--- src/sv/wrms_pkg.sv ---
// ----------------------------------------------------------------------------
// wrms_pkg
// shared constants, types and fsm encoding for the windowed rms meter
// ----------------------------------------------------------------------------
package wrms_pkg;

  localparam int SAMPLE_BITS_DEF = 12;
  localparam int CFG_W           = 12;
  localparam int SUM_W           = 36;
  localparam int FRAC_W          = 16;
  localparam int QUO_W           = SUM_W + FRAC_W;
  localparam int ROOT_W          = QUO_W / 2;
  localparam int SREM_W          = ROOT_W + 2;
  localparam int RMS_W           = 20;
  localparam int DIV_STEPS       = QUO_W;
  localparam int SQRT_STEPS      = ROOT_W;
  localparam int CNT_W           = $clog2(DIV_STEPS);
  localparam int ADDR_W          = 3;
  localparam int DATA_W          = 32;

  localparam logic [CFG_W-1:0] WINDOW_RESET = 12'd2400;
  localparam logic [CFG_W-1:0] STEP_RESET   = 12'd1000;

  localparam logic REG_WINDOW = 1'b0;
  localparam logic REG_STEP   = 1'b1;

  localparam logic [2:0] COLOR_OFF   = 3'b000;
  localparam logic [2:0] COLOR_RED   = 3'b001;
  localparam logic [2:0] COLOR_GREEN = 3'b010;
  localparam logic [2:0] COLOR_ALL   = 3'b111;

  typedef enum logic [2:0] {
    ST_IDLE,
    ST_SQUARE,
    ST_ACCUM,
    ST_DIV,
    ST_SQRT,
    ST_EMIT
  } wrms_state_t;

  typedef struct packed {
    logic load;
    logic square;
    logic accum;
    logic div_step;
    logic sqrt_step;
    logic emit;
  } wrms_cmd_t;

  typedef struct packed {
    logic close;
    logic out_free;
  } wrms_sts_t;

endpackage

--- src/sv/wrms_ctrl.sv ---
// ----------------------------------------------------------------------------
// wrms_ctrl
// sequencer: square, accumulate, then serial divide and root on window close
// ----------------------------------------------------------------------------
module wrms_ctrl (
  input  logic                clk,
  input  logic                rst_n,
  input  logic                in_valid,
  output logic                in_stall,
  input  wrms_pkg::wrms_sts_t sts,
  output wrms_pkg::wrms_cmd_t cmd
);
  import wrms_pkg::*;

  wrms_state_t      state_r, state_nxt;
  logic [CNT_W-1:0] cnt_r, cnt_nxt;
  logic             div_last, sqrt_last;

  assign div_last  = (cnt_r == CNT_W'(DIV_STEPS - 1));
  assign sqrt_last = (cnt_r == CNT_W'(SQRT_STEPS - 1));

  always_ff @(posedge clk) begin
    if (!rst_n) begin
      state_r <= ST_IDLE;
      cnt_r   <= '0;
    end else begin
      state_r <= state_nxt;
      cnt_r   <= cnt_nxt;
    end
  end

  // next state
  always_comb begin
    state_nxt = state_r;
    cnt_nxt   = '0;
    case (state_r)
      ST_IDLE: begin
        if (in_valid) state_nxt = ST_SQUARE;
      end
      ST_SQUARE: state_nxt = ST_ACCUM;
      ST_ACCUM: begin
        state_nxt = sts.close ? ST_DIV : ST_EMIT;
      end
      ST_DIV: begin
        if (div_last) state_nxt = ST_SQRT;
        else cnt_nxt = cnt_r + 1'b1;
      end
      ST_SQRT: begin
        if (sqrt_last) state_nxt = ST_EMIT;
        else cnt_nxt = cnt_r + 1'b1;
      end
      ST_EMIT: begin
        if (sts.out_free) state_nxt = ST_IDLE;
      end
      default: state_nxt = ST_IDLE;
    endcase
  end

  // outputs
  always_comb begin
    cmd      = '0;
    in_stall = 1'b1;
    case (state_r)
      ST_IDLE: begin
        in_stall = 1'b0;
        cmd.load = in_valid;
      end
      ST_SQUARE: cmd.square    = 1'b1;
      ST_ACCUM:  cmd.accum     = 1'b1;
      ST_DIV:    cmd.div_step  = 1'b1;
      ST_SQRT:   cmd.sqrt_step = 1'b1;
      ST_EMIT:   cmd.emit      = sts.out_free;
      default:   cmd           = '0;
    endcase
  end

endmodule

--- src/sv/wrms_dp.sv ---
// ----------------------------------------------------------------------------
// wrms_dp
// datapath: square, saturating sum, colour bands, restoring divide and root
// ----------------------------------------------------------------------------
module wrms_dp #(
  parameter int SAMPLE_BITS = wrms_pkg::SAMPLE_BITS_DEF
) (
  input  logic                        clk,
  input  logic                        rst_n,
  input  logic [SAMPLE_BITS-1:0]      in_sample,
  input  logic [wrms_pkg::CFG_W-1:0]  window_length,
  input  logic [wrms_pkg::CFG_W-1:0]  band_step,
  input  wrms_pkg::wrms_cmd_t         cmd,
  output wrms_pkg::wrms_sts_t         sts,
  input  logic                        out_stall,
  output logic                        out_valid,
  output logic                        out_heartbeat,
  output logic                        out_red_on,
  output logic                        out_green_on,
  output logic                        out_blue_on,
  output logic                        out_rms_valid,
  output logic [wrms_pkg::RMS_W-1:0]  out_rms_value
);
  import wrms_pkg::*;

  localparam int SQ_W  = 2 * SAMPLE_BITS;
  localparam int CMP_W = ((SAMPLE_BITS > CFG_W) ? SAMPLE_BITS : CFG_W) + 3;

  logic [SAMPLE_BITS-1:0] sample_r;
  logic [SQ_W-1:0]        square_r;
  logic [SUM_W-1:0]       sum_r;
  logic [CFG_W-1:0]       count_r;
  logic                   toggle_r;
  logic [2:0]             color_r;
  logic                   close_r;
  logic [QUO_W-1:0]       quo_r;
  logic [CFG_W-1:0]       drem_r;
  logic [SREM_W-1:0]      srem_r;
  logic [ROOT_W-1:0]      root_r;

  logic                   out_valid_r;
  logic                   out_heartbeat_r, out_red_r, out_green_r, out_blue_r;
  logic                   out_rms_valid_r;
  logic [RMS_W-1:0]       out_rms_r;

  logic [CFG_W-1:0]       n_eff, step_eff;
  logic [SUM_W:0]         sum_add;
  logic [SUM_W-1:0]       sum_sat;
  logic [CFG_W-1:0]       count_inc;
  logic                   close;
  logic [CMP_W-1:0]       s_ext, m1, m2, m3, m5;
  logic [2:0]             color_nxt;
  logic [CFG_W:0]         d_trial, d_div, d_diff;
  logic                   d_ge;
  logic [SREM_W+1:0]      s_trial, s_test, s_diff;
  logic                   s_ge;
  logic [RMS_W-1:0]       rms_sat;

  always_comb begin
    n_eff    = (window_length == '0) ? CFG_W'(1) : window_length;
    step_eff = (band_step == '0) ? CFG_W'(1) : band_step;

    sum_add   = {1'b0, sum_r} + (SUM_W + 1)'(square_r);
    sum_sat   = sum_add[SUM_W] ? '1 : sum_add[SUM_W-1:0];
    count_inc = count_r + 1'b1;
    close     = (count_inc == '0) || (count_inc >= n_eff);

    // band edges at one, two, three and five steps
    s_ext = CMP_W'(sample_r);
    m1    = CMP_W'(step_eff);
    m2    = m1 << 1;
    m3    = m1 + m2;
    m5    = (m1 << 2) + m1;
    if (s_ext < m1)      color_nxt = COLOR_OFF;
    else if (s_ext < m2) color_nxt = COLOR_RED;
    else if (s_ext < m3) color_nxt = COLOR_GREEN;
    else if (s_ext < m5) color_nxt = COLOR_ALL;
    else                 color_nxt = color_r;

    // one quotient bit per step
    d_trial = {drem_r, quo_r[QUO_W-1]};
    d_div   = {1'b0, n_eff};
    d_ge    = (d_trial >= d_div);
    d_diff  = d_trial - d_div;

    // one root bit per step
    s_trial = {srem_r, quo_r[QUO_W-1 -: 2]};
    s_test  = {2'b00, root_r, 2'b01};
    s_ge    = (s_trial >= s_test);
    s_diff  = s_trial - s_test;

    rms_sat = (|root_r[ROOT_W-1:RMS_W]) ? '1 : root_r[RMS_W-1:0];

    sts.close    = close;
    sts.out_free = !out_valid_r || !out_stall;
  end

  // running state
  always_ff @(posedge clk) begin
    if (!rst_n) begin
      sum_r    <= '0;
      count_r  <= '0;
      toggle_r <= 1'b0;
      color_r  <= COLOR_OFF;
    end else if (cmd.accum) begin
      toggle_r <= !toggle_r;
      color_r  <= color_nxt;
      if (close) begin
        sum_r   <= '0;
        count_r <= '0;
      end else begin
        sum_r   <= sum_sat;
        count_r <= count_inc;
      end
    end
  end

  // working registers
  always_ff @(posedge clk) begin
    if (cmd.load) sample_r <= in_sample;
    if (cmd.square) square_r <= SQ_W'(sample_r) * SQ_W'(sample_r);
    if (cmd.accum) begin
      close_r <= close;
      quo_r   <= {sum_sat, {FRAC_W{1'b0}}};
      drem_r  <= '0;
      srem_r  <= '0;
      root_r  <= '0;
    end
    if (cmd.div_step) begin
      quo_r  <= {quo_r[QUO_W-2:0], d_ge};
      drem_r <= d_ge ? d_diff[CFG_W-1:0] : d_trial[CFG_W-1:0];
    end
    if (cmd.sqrt_step) begin
      quo_r  <= quo_r << 2;
      srem_r <= s_ge ? s_diff[SREM_W-1:0] : s_trial[SREM_W-1:0];
      root_r <= {root_r[ROOT_W-2:0], s_ge};
    end
    if (cmd.emit) begin
      out_heartbeat_r <= toggle_r;
      out_red_r       <= color_r[0];
      out_green_r     <= color_r[1];
      out_blue_r      <= color_r[2];
      out_rms_valid_r <= close_r;
      out_rms_r       <= close_r ? rms_sat : '0;
    end
  end

  // output word holding register
  always_ff @(posedge clk) begin
    if (!rst_n) begin
      out_valid_r <= 1'b0;
    end else if (cmd.emit) begin
      out_valid_r <= 1'b1;
    end else if (!out_stall) begin
      out_valid_r <= 1'b0;
    end
  end

  assign out_valid     = out_valid_r;
  assign out_heartbeat = out_heartbeat_r;
  assign out_red_on    = out_red_r;
  assign out_green_on  = out_green_r;
  assign out_blue_on   = out_blue_r;
  assign out_rms_valid = out_rms_valid_r;
  assign out_rms_value = out_rms_r;

endmodule

--- src/sv/windowed_rms_with_level_bands_top.sv ---
// ----------------------------------------------------------------------------
// windowed_rms_with_level_bands_top - windowed rms meter with level bands
// a word is taken in idle, squared, accumulated, then emitted once the output register is free;
// a word that closes a window also passes the divide (52 steps) and root (26 steps) states
// of the serial divider and square root unit; the next sample is taken after the emit
// reset (synchronous, rst_n low): sum, count, heartbeat and colour cleared, regs to defaults
// ----------------------------------------------------------------------------
module windowed_rms_with_level_bands_top #(
  parameter int SAMPLE_BITS = wrms_pkg::SAMPLE_BITS_DEF
) (
  input  logic                         clk,
  input  logic                         rst_n,
  // sample channel
  input  logic                         in_valid,
  output logic                         in_stall,
  input  logic [SAMPLE_BITS-1:0]       in_sample,
  // result channel
  output logic                         out_valid,
  input  logic                         out_stall,
  output logic                         out_heartbeat,
  output logic                         out_red_on,
  output logic                         out_green_on,
  output logic                         out_blue_on,
  output logic                         out_rms_valid,
  output logic [wrms_pkg::RMS_W-1:0]   out_rms_value,
  // register port
  input  logic                         psel,
  input  logic                         penable,
  input  logic                         pwrite,
  input  logic [wrms_pkg::ADDR_W-1:0]  paddr,
  input  logic [wrms_pkg::DATA_W-1:0]  pwdata,
  output logic [wrms_pkg::DATA_W-1:0]  prdata,
  output logic                         pready
);
  import wrms_pkg::*;

  // configuration registers; the user must write them only while the meter is idle, the block does not enforce it
  logic [CFG_W-1:0] window_length_r;
  logic [CFG_W-1:0] band_step_r;
  logic             reg_wr;

  wrms_cmd_t cmd;
  wrms_sts_t sts;

  // no wait states on the register port
  assign pready = 1'b1;
  assign reg_wr = psel && penable && pwrite && pready;

  // register select by word address, byte lanes ignored; upper data bits dropped
  always_ff @(posedge clk) begin
    if (!rst_n) begin
      window_length_r <= WINDOW_RESET;
      band_step_r     <= STEP_RESET;
    end else if (reg_wr) begin
      case (paddr[2])
        REG_WINDOW: window_length_r <= pwdata[CFG_W-1:0];
        REG_STEP:   band_step_r     <= pwdata[CFG_W-1:0];
        default:    ;
      endcase
    end
  end

  // read back, zero extended
  always_comb begin
    case (paddr[2])
      REG_WINDOW: prdata = DATA_W'(window_length_r);
      REG_STEP:   prdata = DATA_W'(band_step_r);
      default:    prdata = '0;
    endcase
  end

  // sequencer: one word in flight; a finished word parks in the output
  // register so the next sample can be taken while it waits
  wrms_ctrl u_ctrl (
    .clk      (clk),
    .rst_n    (rst_n),
    .in_valid (in_valid),
    .in_stall (in_stall),
    .sts      (sts),
    .cmd      (cmd)
  );

  // arithmetic: squarer, saturating 36-bit sum, band compare,
  // bit-serial restoring divide of sum*65536 by the window length,
  // then bit-serial square root of the quotient, saturated to 12.8
  wrms_dp #(
    .SAMPLE_BITS (SAMPLE_BITS)
  ) u_dp (
    .clk           (clk),
    .rst_n         (rst_n),
    .in_sample     (in_sample),
    .window_length (window_length_r),
    .band_step     (band_step_r),
    .cmd           (cmd),
    .sts           (sts),
    .out_stall     (out_stall),
    .out_valid     (out_valid),
    .out_heartbeat (out_heartbeat),
    .out_red_on    (out_red_on),
    .out_green_on  (out_green_on),
    .out_blue_on   (out_blue_on),
    .out_rms_valid (out_rms_valid),
    .out_rms_value (out_rms_value)
  );

endmodule

--- config.mk ---
export PLATFORM = sky130hd
export DESIGN_NAME = windowed_rms_with_level_bands_top
export DESIGN_NICKNAME = d
export VERILOG_FILES = /design/src/sv/wrms_pkg.sv /design/src/sv/wrms_ctrl.sv /design/src/sv/wrms_dp.sv /design/src/sv/windowed_rms_with_level_bands_top.sv
export SDC_FILE = /design/constraint.sdc
export NUM_CORES = 1
export LEC_CHECK = 0
export ABC_CLOCK_PERIOD_IN_PS = 12950
export BUFFER_PORTS_ARGS = -buffer_cell sky130_fd_sc_hd__buf_4
export CAP_MARGIN = 20
export CORE_MARGIN = 5
export CORE_UTILIZATION = 45
export DETAILED_ROUTE_END_ITERATION = 10
export GPL_TIMING_DRIVEN = 1
export HOLD_SLACK_MARGIN = 0.08
export PLACE_DENSITY = 0.59
export SYNTH_ARGS = -nofsm -noshare
export SYNTH_HDL_FRONTEND = slang
export SYNTH_SLANG_ARGS = --single-unit
--- constraint.sdc ---
create_clock -name clk -period 12.95 [get_ports clk]
set_input_delay 2.59 -clock clk [delete_from_list [all_inputs] [get_ports clk]]
set_output_delay 2.59 -clock clk [all_outputs]
set_load 0.02 [all_outputs]
==> results of run 1 <==
## registers in the layout, indices dropped and copies added, names as in the netlist, 6 cells and up
signal	cells
u_dp.sample_r	12
u_dp.drem_r	12
u_dp.out_rms_value	20
u_dp.quo_r	52
u_dp.srem_r	28
band_step_r	12
u_dp.count_r	12
u_ctrl.cnt_r	6
u_dp.root_r	26
u_dp.sum_r	36
window_length_r	12
u_dp.square_r	23
## synthesized netlist by cell type (19+ instances only)
master / n
fa_1: 85
ha_1: 206
nor2b_1: 19
nor3_1: 33
inv_1: 251
o211ai_1: 25
buf_4: 23
edfxtp_1: 177
o22ai_1: 41
o21ai_0: 89
and2_1: 53
nand2_1: 196
clkbuf_1: 71
a21oi_1: 143
xor2_1: 29
nand3_1: 43
dfxtp_1: 88
nor2_1: 169
a211oi_1: 21
mux2i_1: 34
xnor2_1: 84
o21a_1: 42
a21o_1: 38
## worst register-to-register path, delay by kind of cell, from the launching register on
family	cells	cell delay, ps
flip-flops	1	850
AND/OR/NAND/NOR	6	1260
adder cells (fa/ha/maj)	6	2720
buffers and inverters	5	320
AO/OA/AOI/OAI	3	910
## kinds of logic (layout without fill, tap and decap cells)
logic type / Yosys count / in the layout
multiplexers: 37 / 37
flip-flops: 265 / 265
adder cells (fa/ha/maj): 292 / 292
AO/OA/AOI/OAI: 540 / 540
AND/OR/NAND/NOR: 625 / 625
other: 2 / 21
XOR/XNOR: 113 / 113
buffers and inverters: 359 / 393
## stage by stage
step	area (um2)	utilization, %	hold slack (ps)	instances	setup slack [ps]
floorplan	20800	-	408	2252	6910
global placement	21700	47.8	420	2829	6670
detailed placement	21700	47.8	423	2829	6600
CTS	22800	50.2	432	2885	6590
global route	22800	50.2	447	2886	6140
finish	22800	50.2	429	2886	6620
## how the worst max path moves through the flow
stage / startpoint / endpoint / cells after the start
after floorplan: paddr[2] / prdata[11] / 3
after global placement: u_dp.sample_r[7]$_DFFE_PP_ / u_dp.square_r[23]$_DFFE_PP_ / 20
after detailed placement: u_dp.sample_r[3]$_DFFE_PP_ / u_dp.square_r[23]$_DFFE_PP_ / 20
after CTS: u_dp.sample_r[3]$_DFFE_PP_ / u_dp.square_r[23]$_DFFE_PP_ / 20
after global routing: u_dp.sample_r[3]$_DFFE_PP_ / u_dp.square_r[23]$_DFFE_PP_ / 20
final: u_dp.sample_r[3]$_DFFE_PP_ / u_dp.square_r[23]$_DFFE_PP_ / 20
## metal layers
| metal | up-vias | global-route usage [%] |
|---|---|---|
| li1 | 7901 | - |
| met4 | 0 | 5.01 |
| met1 | 7551 | 25.1 |
| met3 | 88 | 2.47 |
| met2 | 228 | 31.5 |
| met5 | - | 0 |
## final cells by class
cell class	instances	area [um2]	area share (%)
clock buffer	49	966	4.23
clock inverter	7	114	0.499
inverter	252	946	4.15
multi-input combinational	1628	12300	54.0
sequential	265	7080	31.0
tap	600	751	3.29
timing repair buffer	85	638	2.80
==> impl_metrics.yaml, run 1 <==
sta:
  slew_headroom_pct: 29.3
  setup_tns_ps: 0
  final-max-slew-violation-count: 0
  fin_crit_ps: 6330
  setup_viol: 0
  rsz0062_at_grt: "false"
  finalCritPeriodShare_pct: 48.9
  skew_ps: 19.7
  max_freq_ghz: 0.158
  final_hold_viol_count: 0
  tightest_slew_ps: 1060
synthesis:
  synth_top_area_share_pct: 25.6
  yosysWarningCount: 0
  synth.area.top_cells: "edfxtp_1 26%, ha_1 12%, dfxtp_1 8.5%, fa_1 8.2%, inv_1 4.5%"
  synthFlopType: "edfxtp_1"
  yosysUniqueCellTypes: 90
  ys_ff_latch: 265
  yosysSeqAreaShare_pct: 34.1
  synth-async-reset-ratio_pct: 0
  synth-edff-count: 177
  synthSimpleGateAreaFrac_pct: 14.3
  synth-compound-area-share_pct: 17.4
  synth_top_family_by_area: "adder cells"
  syn_area_um2: 20800
  synthMuxAreaShare_pct: 1.80
  avgSynthCellArea_um2: 9.30
  yosysTopAreaCell: "edfxtp_1"
  synth-adder-area-share_pct: 20.6
  netlist_instances: 2233
  synth-xor-area-share_pct: 4.76
drt:
  drt_iter0_markers: 801
  via_count: 15800
  wire_per_inst_um: 16.5
  route.detailed.drc: 0
  met2WireLength_um: 22500
  vias_per_cell: 5.46
  first_pass_iters: 5
  drtAntennaViolNets: 0
  maxUsedRoutingLayer: "met4"
  met1_length_um: 22300
  wl_um: 47700
  met3_length_um: 1510
min_path:
  hold_class: "reg -> reg"
  hp-start: "u_dp.color_r[0]$_SDFFE_PN0P_"
  min_to: "u_dp.out_red_on$_DFFE_PP_"
  whs_path_depth: 0
setup_path:
  required_ps: 13260
  ff2ff_setup_slack_ps: 6620
  cpPeakStageDelay_ps: 850
  cp_max_fo: 16
  path_delay_family: "adder cells"
  crit_arrival_ps: 6640
  cp_cell_sequence: "nand2_1, inv_1, fa_1, fa_1, inv_1, fa_1, inv_1, fa_1, inv_1, fa_1, inv_1, ha_1, or3_1, o22ai_1, o211ai_1, nand3_1, nand3_1, or4_1, a2111oi_0, nor3b_1"
  worst_setup_path_start_kind: "flip-flop"
  critPathSlowestCell: "edfxtp_1"
  worstReg2RegStart: "u_dp.sample_r[3]$_DFFE_PP_"
  r2r-end: "u_dp.square_r[23]$_DFFE_PP_"
  rr_worst_depth: 20
  path_class: "reg -> reg"
  end_kind: "flip-flop"
  path_buf_inv: 5
floorplan:
  dieArea_um2: 50600
  start_util_pct: 45.7
  die_w_um: 225
  die_h_um: 225
  rows: 78
  core_um2: 45500
  ios: 114
clock_network:
  hold_buffers: 0
  cts_resized: 0
  cts_sinks: 265
  htree_levels: 1
  cts_buffers: 30
  path_clk_slew_ps: 60
  max-clock-path-buffers: 3
  clkLatencyLatePin_ps: 580
  cts_tree: "built"
  cts_setup_buffers: 0
  cts-root-buf: "clkbuf_16"
global_route:
  overflow: 0
  track_usage_pct: 18.5
  grt_start_max_net_pins: 93
  antenna_found_initial: 0
  grt_pass1_wl_um: 79500
  grt_pass1_vias: 15900
outcome:
  status: "completed"
placed_design:
  gp_congestion: 0.844
  dp_hpwl_um: 35200
  io_buffer_count: 70
finish:
  final_nets: 2607
  fill_cells: 4292
  drive_gt1_share_pct: 7.52
  final_common_cell: "inv_1"
  n_antenna_cell: 0
  area_growth_pct: 9.82
  final_cell_mix: "250 x inv_1, 206 x ha_1, 195 x nand2_1, 177 x edfxtp_1, 166 x nor2_1"
flow_run:
  cap_violations: 0
Power of run 1 is not shown: default switching activity piles up to over one toggle a cycle in this logic, so the estimate is an artifact.
==> inputs of run 2 (changes only) <==
- ABC_AREA: unset -> 1
- ABC_CLOCK_PERIOD_IN_PS: 12950 -> 5600
- PLACE_DENSITY: 0.59 -> 0.61
- clock period: 12.95 -> 5.6 ns (I/O delays scaled with it)
==> run 2 against run 1 <==
  * Register-to-register slack worse by 6200 ps
  * Maximum frequency rose by 22%
  * Via count rose by 9.0%
  * Worst setup slack worse by 6200 ps
==> impl_metrics.yaml, run 2 <==
clock_network:
  cts-root-buf: "clkbuf_16"
  cts_sinks: 265
  path_clk_slew_ps: 60
  hold_buffers: 0
  cts_buffers: 31
  max-clock-path-buffers: 3
  cts_tree: "built"
  htree_levels: 1
  clkLatencyLatePin_ps: 590
sta:
  rsz0062_at_grt: "false"
  final-max-slew-violation-count: 0
  max_freq_ghz: 0.192
  setup_tns_ps: 0
  fin_crit_ps: 5210
  finalCritPeriodShare_pct: 93.0
  slew_headroom_pct: 34.7
  skew_ps: 14.0
  final_hold_viol_count: 0
  tightest_slew_ps: 978
  setup_viol: 0
global_route:
  grt_pass1_vias: 17200
  track_usage_pct: 19.0
  grt_start_max_net_pins: 75
  antenna_found_initial: 0
  overflow: 0
  grt_pass1_wl_um: 82700
synthesis:
  synth-adder-area-share_pct: 20.1
  synth.area.top_cells: "edfxtp_1 25%, ha_1 12%, nand2_1 9.4%, dfxtp_1 8.3%, fa_1 8.0%"
  yosysSeqAreaShare_pct: 33.3
  netlist_instances: 2647
  yosysTopAreaCell: "edfxtp_1"
  synth-compound-area-share_pct: 14.2
  yosysUniqueCellTypes: 59
  synth_common_cells: "531 x nand2_1, 426 x inv_1, 242 x a21oi_1"
  synth_top_area_share_pct: 25.0
  yosysWarningCount: 0
  synth-async-reset-ratio_pct: 0
  ys_ff_latch: 265
  synthFlopType: "edfxtp_1"
  syn_area_um2: 21200
  avgSynthCellArea_um2: 8.03
  synthSimpleGateAreaFrac_pct: 17.6
  synth-xor-area-share_pct: 4.40
  synth-edff-count: 177
  synth_top_family_by_area: "adder cells"
  yosysMostFrequentCell: "nand2_1"
  synthMuxAreaShare_pct: 0.0530
finish:
  stdcell_count: 3334
  final_nets: 3047
  final_common_cell: "nand2_1"
  n_antenna_cell: 0
  largest_reg_flops: 52
  final_cell_mix: "527 x nand2_1, 426 x inv_1, 242 x a21oi_1, 206 x ha_1, 190 x o21ai_0"
  fill_cells: 4567
  drive_gt1_share_pct: 8.18
  regMostFlops: "u_dp.quo_r"
  area_growth_pct: 10.2
  top_regs: "u_dp.quo_r x52, u_dp.sum_r x36, u_dp.srem_r x28"
  final_core_util_pct: 50.2
placed_design:
  io_buffer_count: 70
  gp_congestion: 0.900
  dp_hpwl_um: 37600
  dp_cells: 3273
setup_path:
  worst_setup_path_start_kind: "flip-flop"
  path_class: "reg -> reg"
  required_ps: 5920
  rr_worst_depth: 20
  cp_max_fo: 6
  crit_arrival_ps: 5530
  end_kind: "flip-flop"
min_path:
  hold_class: "reg -> reg"
  whs_path_depth: 0
floorplan:
  ios: 114
  dieArea_um2: 51700
  die_w_um: 227
  start_util_pct: 45.5
  rows: 79
  core_um2: 46700
  die_h_um: 227
drt:
  drt_iter0_markers: 940
  via_count: 17200
  wire_per_inst_um: 14.8
  drtAntennaViolNets: 0
  vias_per_cell: 5.15
  route.detailed.drc: 0
  first_pass_iters: 6
  wl_um: 49400
flow_run:
  cap_violations: 0
outcome:
  status: "completed"
-- run 2: cell types whose count changed in the layout (fill, tap and decap cells not counted), moves of 43 or more --
cell / before / now
inv_1: 250 / 426
nand2_1: 195 / 527
o21ai_0: 89 / 190
and2_1: 53 / 1
xnor2_1: 84 / 41
a21oi_1: 143 / 242
-- run 2: final cells by class --
| type | instances | area [um2] | area share [%] |
|---|---|---|---|
| clock buffers | 44 | 886 | 3.78 |
| flip-flops and latches | 265 | 7080 | 30.2 |
| well taps | 607 | 759 | 3.24 |
| multi-input cells | 1868 | 12100 | 51.7 |
| repair buffers | 102 | 778 | 3.32 |
| inverters | 434 | 1640 | 6.99 |
| clock inverters | 14 | 170 | 0.727 |
-- run 2: kinds of logic after synthesis --
| family | after synthesis |
|---|---|
| compound gates | 550 |
| xor+xnor | 105 |
| fa+ha+maj | 291 |
| buf+inv | 533 |
| flops | 265 |
| mux | 1 |
| other cells | 2 |
| simple gates | 900 |
-- run 2: metrics by stage --
stage / area (um2) / hold slack [ps] / setup slack (ps)
after floorplan: 21300 / 408 / 303
after global placement: 22300 / 421 / 213
after detailed placement: 22300 / 420 / 189
after CTS: 23400 / 438 / 177
after global routing: 23400 / 453 / 14.4
final: 23400 / 440 / 393
-- run 2: critical path, stage by stage (launching register included) --
cell	delay (ps)
edfxtp_1	490
buf_4	220
nand2_1	70
inv_1	80
fa_1	400
fa_1	550
inv_1	50
fa_1	470
inv_1	50
fa_1	520
inv_1	50
fa_1	530
inv_1	40
ha_1	340
a21oi_1	200
o21ai_0	90
o21bai_1	190
a21boi_1	210
buf_4	150
o21ai_0	90
xor2_1	170
-- run 2: routing by layer --
| metal | track usage, % | part of all wire, % |
|---|---|---|
| met3 | 2.28 | 3.7 |
| met4 | 3.67 | 1.9 |
| met5 | 0 | 0 |
| met1 | 26.2 | 47 |
| met2 | 32.8 | 48 |
-- run 2: final timing paths --
kind	slack, ps	from	end
min	440	u_dp.color_r[1]$_SDFFE_PN0P_	u_dp.out_green_on$_DFFE_PP_
max reg2reg	390	u_dp.sample_r[3]$_DFFE_PP_	u_dp.square_r[17]$_DFFE_PP_
min reg2reg	440	u_dp.color_r[1]$_SDFFE_PN0P_	u_dp.out_green_on$_DFFE_PP_
max	390	u_dp.sample_r[3]$_DFFE_PP_	u_dp.square_r[17]$_DFFE_PP_
-- run 2: what timing repair did --
action / CTS / global route
resized for setup: 0 / 4
endpoints found under the setup margin: 0 / 6
buffers inserted: 0 / 3
Power of run 2 is left out for the same reason.
==> inputs of run 3 (changes only) <==
- ABC_CLOCK_PERIOD_IN_PS: 5600 -> 6400
- PLACE_DENSITY: 0.61 -> 0.59
- SYNTH_HIERARCHICAL: unset -> 1
- clock period: 5.6 -> 6.4 ns (I/O delays scaled with it)
==> run 3 against run 2 <==
  * Via count rose by 2.2%
  * Hold slack improved by 1.9 ps
  * Critical endpoint is now u_dp/square_r[23]$_DFFE_PP_
  * First-iteration DRC count fell by 12%
  * Largest cell class unchanged
  * Final cell count rose by 2.5%
  * Die area rose by 1.1%
==> impl_metrics.yaml, run 3 <==
clock_network:
  max-clock-path-buffers: 3
  cts_tree: "built"
  cts_sinks: 265
  clkLatencyLatePin_ps: 560
  path_clk_slew_ps: 50
  cts_resized: 0
  htree_levels: 2
  cts_buffers: 34
  hold_buffers: 0
  cts_setup_buffers: 0
  cts-root-buf: "clkbuf_16"
drt:
  via_count: 17600
  wl_um: 50700
  drt_iter0_markers: 829
  first_pass_iters: 6
  wire_per_inst_um: 14.9
  drtAntennaViolNets: 0
  route.detailed.drc: 0
  vias_per_cell: 5.14
synthesis:
  netlist_instances: 2728
  avgSynthCellArea_um2: 7.88
  yosysWarningCount: 6
  ys_ff_latch: 265
  synth_common_cells: "630 x nand2_1, 491 x inv_1, 232 x a21oi_1"
  yosysUniqueCellTypes: 58
  yosysTopAreaCell: "edfxtp_1"
  synth.area.top_cells: "edfxtp_1 25%, ha_1 12%, nand2_1 11%, inv_1 8.6%, dfxtp_1 8.2%"
  synthFlopType: "edfxtp_1"
  synth-async-reset-ratio_pct: 0
  synth-edff-count: 177
  yosysMostFrequentCell: "nand2_1"
  yosysSeqAreaShare_pct: 32.9
  synth_top_area_share_pct: 24.7
  syn_area_um2: 21500
floorplan:
  dieArea_um2: 52200
  start_util_pct: 45.2
  die_w_um: 229
  core_um2: 47500
  rows: 80
  ios: 114
  die_h_um: 229
finish:
  final_cell_mix: "628 x nand2_1, 491 x inv_1, 232 x a21oi_1, 204 x ha_1, 188 x nor2_1"
  top_regs: "u_dp/quo_r x52, u_dp/sum_r x36, u_dp/srem_r x28"
  largest_reg_flops: 52
  n_antenna_cell: 0
  final_common_cell: "nand2_1"
  area_growth_pct: 9.98
  stdcell_count: 3416
  postLayoutCellArea_um2: 23600
  drive_gt1_share_pct: 6.93
  final_nets: 3118
  regMostFlops: "u_dp/quo_r"
flow_run:
  cap_violations: 0
setup_path:
  path_class: "reg -> reg"
  crit_arrival_ps: 5930
  worst_setup_path_start_kind: "flip-flop"
  critPathSlowestCell: "edfxtp_1"
  cp-startpoint: "u_dp/sample_r[4]$_DFFE_PP_"
  r2r-end: "u_dp/square_r[23]$_DFFE_PP_"
  worstReg2RegStart: "u_dp/sample_r[4]$_DFFE_PP_"
  required_ps: 6680
  end_kind: "flip-flop"
  path_delay_family: "adder cells"
  rr_worst_depth: 23
  critPathMostFrequentCell: "inv_1"
  cp_max_fo: 16
  cpPeakStageDelay_ps: 810
  path_buf_inv: 6
  cp_cell_sequence: "nand2_1, inv_1, fa_1, fa_1, inv_1, fa_1, inv_1, fa_1, inv_1, fa_1, inv_1, ha_1, a21oi_1, o21ai_0, nand2_1, o211ai_1, a31oi_1, inv_1, nand2_1, nand2_1, nand2_1, nand3_1, xnor2_1"
  ff2ff_setup_slack_ps: 750
global_route:
  grt_pass1_wl_um: 85400
  antenna_found_initial: 1
  track_usage_pct: 19.2
  overflow: 0
  grt_start_max_net_pins: 60
  grt_pass1_vias: 17500
sta:
  rsz0062_at_grt: "false"
  final_hold_viol_count: 0
  max_freq_ghz: 0.177
  tightest_slew_ps: 974
  slew_headroom_pct: 34.8
  final-max-slew-violation-count: 0
  setup_viol: 0
  layout_setup_ws_ps: 748
  skew_ps: 39.4
  setup_tns_ps: 0
  fin_crit_ps: 5650
  finalCritPeriodShare_pct: 88.3
placed_design:
  dpl_cell_area_um2: 22500
  pre_cts_ws_ps: 692
  io_buffer_count: 70
  gp_congestion: 0.881
  dp_cells: 3353
  dp_hpwl_um: 38300
min_path:
  whs_path_depth: 0
  min_to: "u_dp/out_green_on$_DFFE_PP_"
  hold_class: "reg -> reg"
  hp-start: "u_dp/color_r[1]$_SDFFE_PN0P_"
outcome:
  status: "completed"
## run 3: cell types whose count changed after synthesis, moves of 9 or more
| cell | before | now |
|---|---|---|
| nor2_2 | 2 | 11 |
| inv_1 | 426 | 491 |
| o21ai_0 | 192 | 103 |
| a21oi_1 | 242 | 232 |
| nand2_1 | 531 | 630 |
| nand3_1 | 74 | 86 |
| a21oi_2 | 22 | 0 |
| o221ai_1 | 0 | 33 |
| clkbuf_1 | 64 | 52 |
| nand2_2 | 19 | 3 |
## run 3: layout make-up
cell class / instances / area [um2]
clock buffers: 52 / 991
clock inverters: 10 / 121
fillers: 4618 / 23900
inverters: 501 / 1880
multi-input cells: 1887 / 12100
flip-flops and latches: 265 / 7080
well taps: 615 / 769
repair buffers: 86 / 666
## run 3: how the worst max path moves through the flow
stage,slack (ps),cells after the start,endpoint
6_report,750,23,u_dp/square_r[23]$_DFFE_PP_
3_3_place_gp,750,23,u_dp/square_r[23]$_DFFE_PP_
5_1_grt,360,23,u_dp/square_r[23]$_DFFE_PP_
2_1_floorplan,1190,24,u_dp/square_r[23]$_DFFE_PP_
4_1_cts,680,23,u_dp/square_r[23]$_DFFE_PP_
3_5_place_dp,690,23,u_dp/square_r[23]$_DFFE_PP_
## run 3: cells by family after synthesis
| family | after synthesis | synth area share (%) |
|---|---|---|
| AND/OR/NAND/NOR | 1018 | 19.7 |
| XOR/XNOR | 99 | 4.10 |
| flip-flops | 265 | 32.9 |
| buffers and inverters | 595 | 11.1 |
| adder cells (fa/ha/maj) | 289 | 19.8 |
| AO/OA/AOI/OAI | 460 | 12.4 |
| other | 2 | 0.0349 |
## run 3: per-layer routing
layer	vias up	part of all wire (%)	global-route usage [%]
li1	8918	-	-
met1	8272	48	26.0
met2	292	46	32.1
met3	72	3.8	3.22
met4	2	2.1	4.92
met5	-	0.026	0
## run 3: per-stage QoR
step,hold WS [ps],utilization [%]
after floorplan,408,-
after global placement,415,47.3
after detailed placement,427,47.3
after CTS,437,49.7
after global routing,456,49.7
final,442,49.7
Power of run 3 is left out for the same reason.
